--- config.mk ---
export PLATFORM = sky130hd
export DESIGN_NAME = bfn_cell
export DESIGN_NICKNAME = d
export VERILOG_FILES = /design/src/hdl/bfn_pkg.sv /design/src/hdl/bfn_cell.sv
export SDC_FILE = /design/constraint.sdc
export NUM_CORES = 1
export LEC_CHECK = 0
export BUFFER_PORTS_ARGS = -buffer_cell sky130_fd_sc_hd__buf_2
export CORE_AREA = 2 2 169 171
export DETAILED_ROUTE_END_ITERATION = 16
export DIE_AREA = 0 0 171 173
export PLACE_DENSITY = 0.73
export SKIP_CTS_REPAIR_TIMING = 1
export SLEW_MARGIN = 20
export SYNTH_ARGS = -nofsm -noshare
export SYNTH_HDL_FRONTEND = slang
export SYNTH_SLANG_ARGS = --single-unit
--- constraint.sdc ---
create_clock -name clk_i -period 3.8 [get_ports clk_i]
set_input_delay 0.19 -clock clk_i [delete_from_list [all_inputs] [get_ports clk_i]]
set_output_delay 0.19 -clock clk_i [all_outputs]
set_load 0.005 [all_outputs]
--- src/hdl/bfn_pkg.sv ---
`timescale 1ns / 1ps
// shared types and constants for the box face neighbor finder
package bfn_pkg;

  localparam int MaxBoxesDef = 64;
  localparam int CoordW      = 24;
  localparam int IndexW      = 6;
  localparam int CountW      = 7;
  localparam int AddrW       = 3;

  localparam logic OpWrite = 1'b0;
  localparam logic OpQuery = 1'b1;

  localparam logic RegBoxCount = 1'b0;

  typedef struct packed {
    logic [2:0][CoordW-1:0] lo;
    logic [2:0][CoordW-1:0] hi;
  } box_t;

  typedef struct packed {
    logic [2:0] face;
    box_t       self_box;
  } query_t;

endpackage

--- src/hdl/bfn_cell.sv ---
`timescale 1ns / 1ps
// one table cell: stores a box and tests it against the query as the token passes
module bfn_cell (
  input  logic          clk_i,
  input  logic          rst_ni,
  input  logic          wr_en_i,
  input  bfn_pkg::box_t wr_box_i,
  input  bfn_pkg::query_t query_i,
  input  logic          tok_i,
  output logic          tok_o,
  output logic          hit_o,
  output bfn_pkg::box_t box_o
);
  import bfn_pkg::*;

  box_t box_q;
  logic tok_q;
  logic [2:0] meet;
  logic [2:0] slab;
  logic [2:0] ok;
  logic [1:0] ax;

  always_ff @(posedge clk_i) begin
    if (wr_en_i) begin
      box_q <= wr_box_i;
    end
  end

  always_ff @(posedge clk_i or negedge rst_ni) begin
    if (!rst_ni) begin
      tok_q <= 1'b0;
    end else begin
      tok_q <= tok_i;
    end
  end

  always_comb begin
    logic signed [CoordW:0] olo, ohi, slo, shi;
    ax = query_i.face[2:1];
    for (int a = 0; a < 3; a++) begin
      olo = {box_q.lo[a][CoordW-1], box_q.lo[a]};
      ohi = {box_q.hi[a][CoordW-1], box_q.hi[a]};
      slo = {query_i.self_box.lo[a][CoordW-1], query_i.self_box.lo[a]};
      shi = {query_i.self_box.hi[a][CoordW-1], query_i.self_box.hi[a]};
      meet[a] = !((ohi < slo) || (shi < olo));
      if (query_i.face[0]) begin
        slab[a] = (olo == shi + (CoordW+1)'(1));
      end else begin
        slab[a] = (ohi + (CoordW+1)'(1) == slo);
      end
      ok[a] = (32'(ax) == a) ? slab[a] : meet[a];
    end
  end

  assign hit_o = tok_i && (query_i.face < 3'd6) && (&ok);
  assign tok_o = tok_q;
  assign box_o = box_q;

endmodule

==> metrics.cfg <==
[power]
ir_drop_v = 0.000306
power.leakage_uw = 0.00796
p_per_area_nw_per_um2 = 300
total_power_uw = 5300

[timing]
grt_setup_unrepaired = yes
setup_violations = 1
worst_slack_ps = -35.1
period_minus_slack_ps = 3840
slew_headroom = 0.483
tightest_slew_ps = 776
final-max-slew-violation-count = 0
period_share = 1.01
max_freq_mhz = 261
hold_viol = 0

[cells_and_area]
final_cell_area_um2 = 17700
drive_above_1_share = 0.265
stdcell_count = 2386
area_delta_synth_final_pct = 39.3
nNetsFinal = 2429
nFillCells = 2284

[floorplan]
num_rows = 61
die_w_um = 171
num_io_pins = 441
die_h_um = 173
coreArea_um2 = 27600
start_util = 0.459
die_area_um2 = 29600

[yosys]
synth_top_area_frac = 0.341
synth_fp_nets = 1814
syn_area_um2 = 12700
yosys.area.top_type = edfxtp_1
yosys_warnings = 0
synth_seq_area_share = 0.343
synth_edf_count = 144
ys_top_cells_by_area = edfxtp_1 34%, ha_1 15%, xnor2_1 8.1%, inv_1 4.8%, xor2_1 4.0%
post-synth-top-count-cell = inv_1
synth_common_cells = 161 x inv_1, 150 x ha_1, 144 x edfxtp_1
ys_types = 75
synth-seq-cells = 145
postSynth.asyncResetShare = 0.00690
avgSynthCellArea_um2 = 9.27
synth-main-ff-cell = edfxtp_1
syn_inst = 1369

[drt]
via_per_inst = 5.53
wirelength_um = 45200
dr.pass1.iters = 5
avgRoutedWirePerCell_um = 18.9
vias = 13200
first_iter_violations = 749
postRouteAntennaNets = 0
drcViolationCount = 0

[placement]
placed_cell_area_um2 = 15400
io_buffers = 440
finalWeightedCongestion = 0.961
placed_cells = 2193
dpl.hpwl_um = 34700

[clock_network]
cts-root-buf = clkbuf_16
clock_path_buffers = 2
htree_levels = 4
cts_sinks = 145
cts_made_buffers = 17
cts.clk_slew.worst_paths_ps = 70
cts_tree = done

[global_route]
grt_max_degree = 76
grt_pass1_vias = 12300
grt_use_total = 0.278
overflow = 0
grt_first_pass_wirelength_um = 63800
antenna_found_initial = 13

[outcome]
status = finished, violations left
violations = setup timing

[worst_setup_path]
crit_path_start_kind = flop
critPathKind = reg2out
worstPathMaxFanout = 7
worstSetupEndpointType = primary output
crit_required_ps = 3610
crit_arrival_ps = 3650

[worst_hold_path]
min_path_type = in2async

[flow_run]
cap_viol_max_count = 0

==> per-stage QoR <==
step            util  hold slack, ps  setup slack (ps)  setup TNS (ps)
5_1_grt        0.640            64.1              -176            -176
4_1_cts        0.580            -523              -201            -201
3_3_place_gp   0.559           -36.0               346               0
6_report       0.640            73.0             -35.1           -35.1
2_1_floorplan      -            -106               940               0
3_5_place_dp   0.559           -33.9               265               0
==> layout by cell type, fill, tap and decap left out, types with 6 or more instances in the layout <==
master         count
nand3_1           70
xor2_1            58
mux2i_1           10
a21oi_1           73
a21o_1            18
nor4_1            19
o2111ai_1          9
nor2b_1           15
inv_1            161
nor3_1            34
dlygate4sd3_1    146
nand4_1           57
a31oi_1           16
nand2b_1          10
o21ai_0           51
o211ai_1          15
clkbuf_16         17
edfxtp_1         144
diode_2           11
xnor2_1          116
o22ai_1           10
ha_1             148
nor2_1            76
and4_1            10
and3_1            22
and2_1             6
buf_2            439
buf_4             16
a211oi_1          19
nand2_1           83
==> cell families after synthesis <==
kind of cell	synth area share
and+or+nand+nor	0.189
AOI/OAI and AO/OA	0.138
xor gates and xnor gates	0.121
buffers and inverters	0.0500
adders and majority gates	0.148
DFF	0.343
muxes	0.0106
==> registers in the layout, indices dropped and copies added (netlist names) <==
register,flops
box_o,144
tok_o,1
==> worst max-delay path: stages, from the launching register on <==
cell and delay, ps:
edfxtp_1 440, buf_4 190, ha_1 290, a2111oi_0 540, o21ai_0 230, o2111ai_1 160
nand3_1 150, a211oi_1 330, mux2i_1 150, o31a_1 300, nor4_2 240, buf_2 180
==> how the worst max path moves through the flow <==
stage / start / slack (ps) / endpoint
after floorplan: box_o[72] / 940 / hit_o
after global placement: query_i[0] / 350 / hit_o
after detailed placement: query_i[0] / 270 / hit_o
after CTS: box_o[0] / -200 / hit_o
after global routing: box_o[28] / -180 / hit_o
final: box_o[28] / -40 / hit_o
==> layout make-up <==
class                   instances  area [um2]  share of cell area
repair buffers                603        3810               0.216
clock buffers                  17         425              0.0241
diodes                         11        27.5             0.00156
inverters                     161         604              0.0342
multi-input cells            1056        7840               0.444
flip-flops and latches        145        4350               0.246
well taps                     378         473              0.0268
clock inverters                15         148             0.00835
==> report_power, final <==
part           internal (uW)  switching, uW
Clock                    920            787
Sequential              1910            191
Combinational            729            762
Total                   3560           1740
==> routing by layer <==
| layer | up-vias | wire [um] | track usage |
|---|---|---|---|
| met2 | 602 | 22400 | 0.472 |
| met5 | - | 27 | 0 |
| met3 | 128 | 3730 | 0.0776 |
| li1 | 6330 | - | - |
| met1 | 6138 | 17000 | 0.318 |
| met4 | 4 | 1960 | 0.139 |
(Power assumes the default switching activity.)
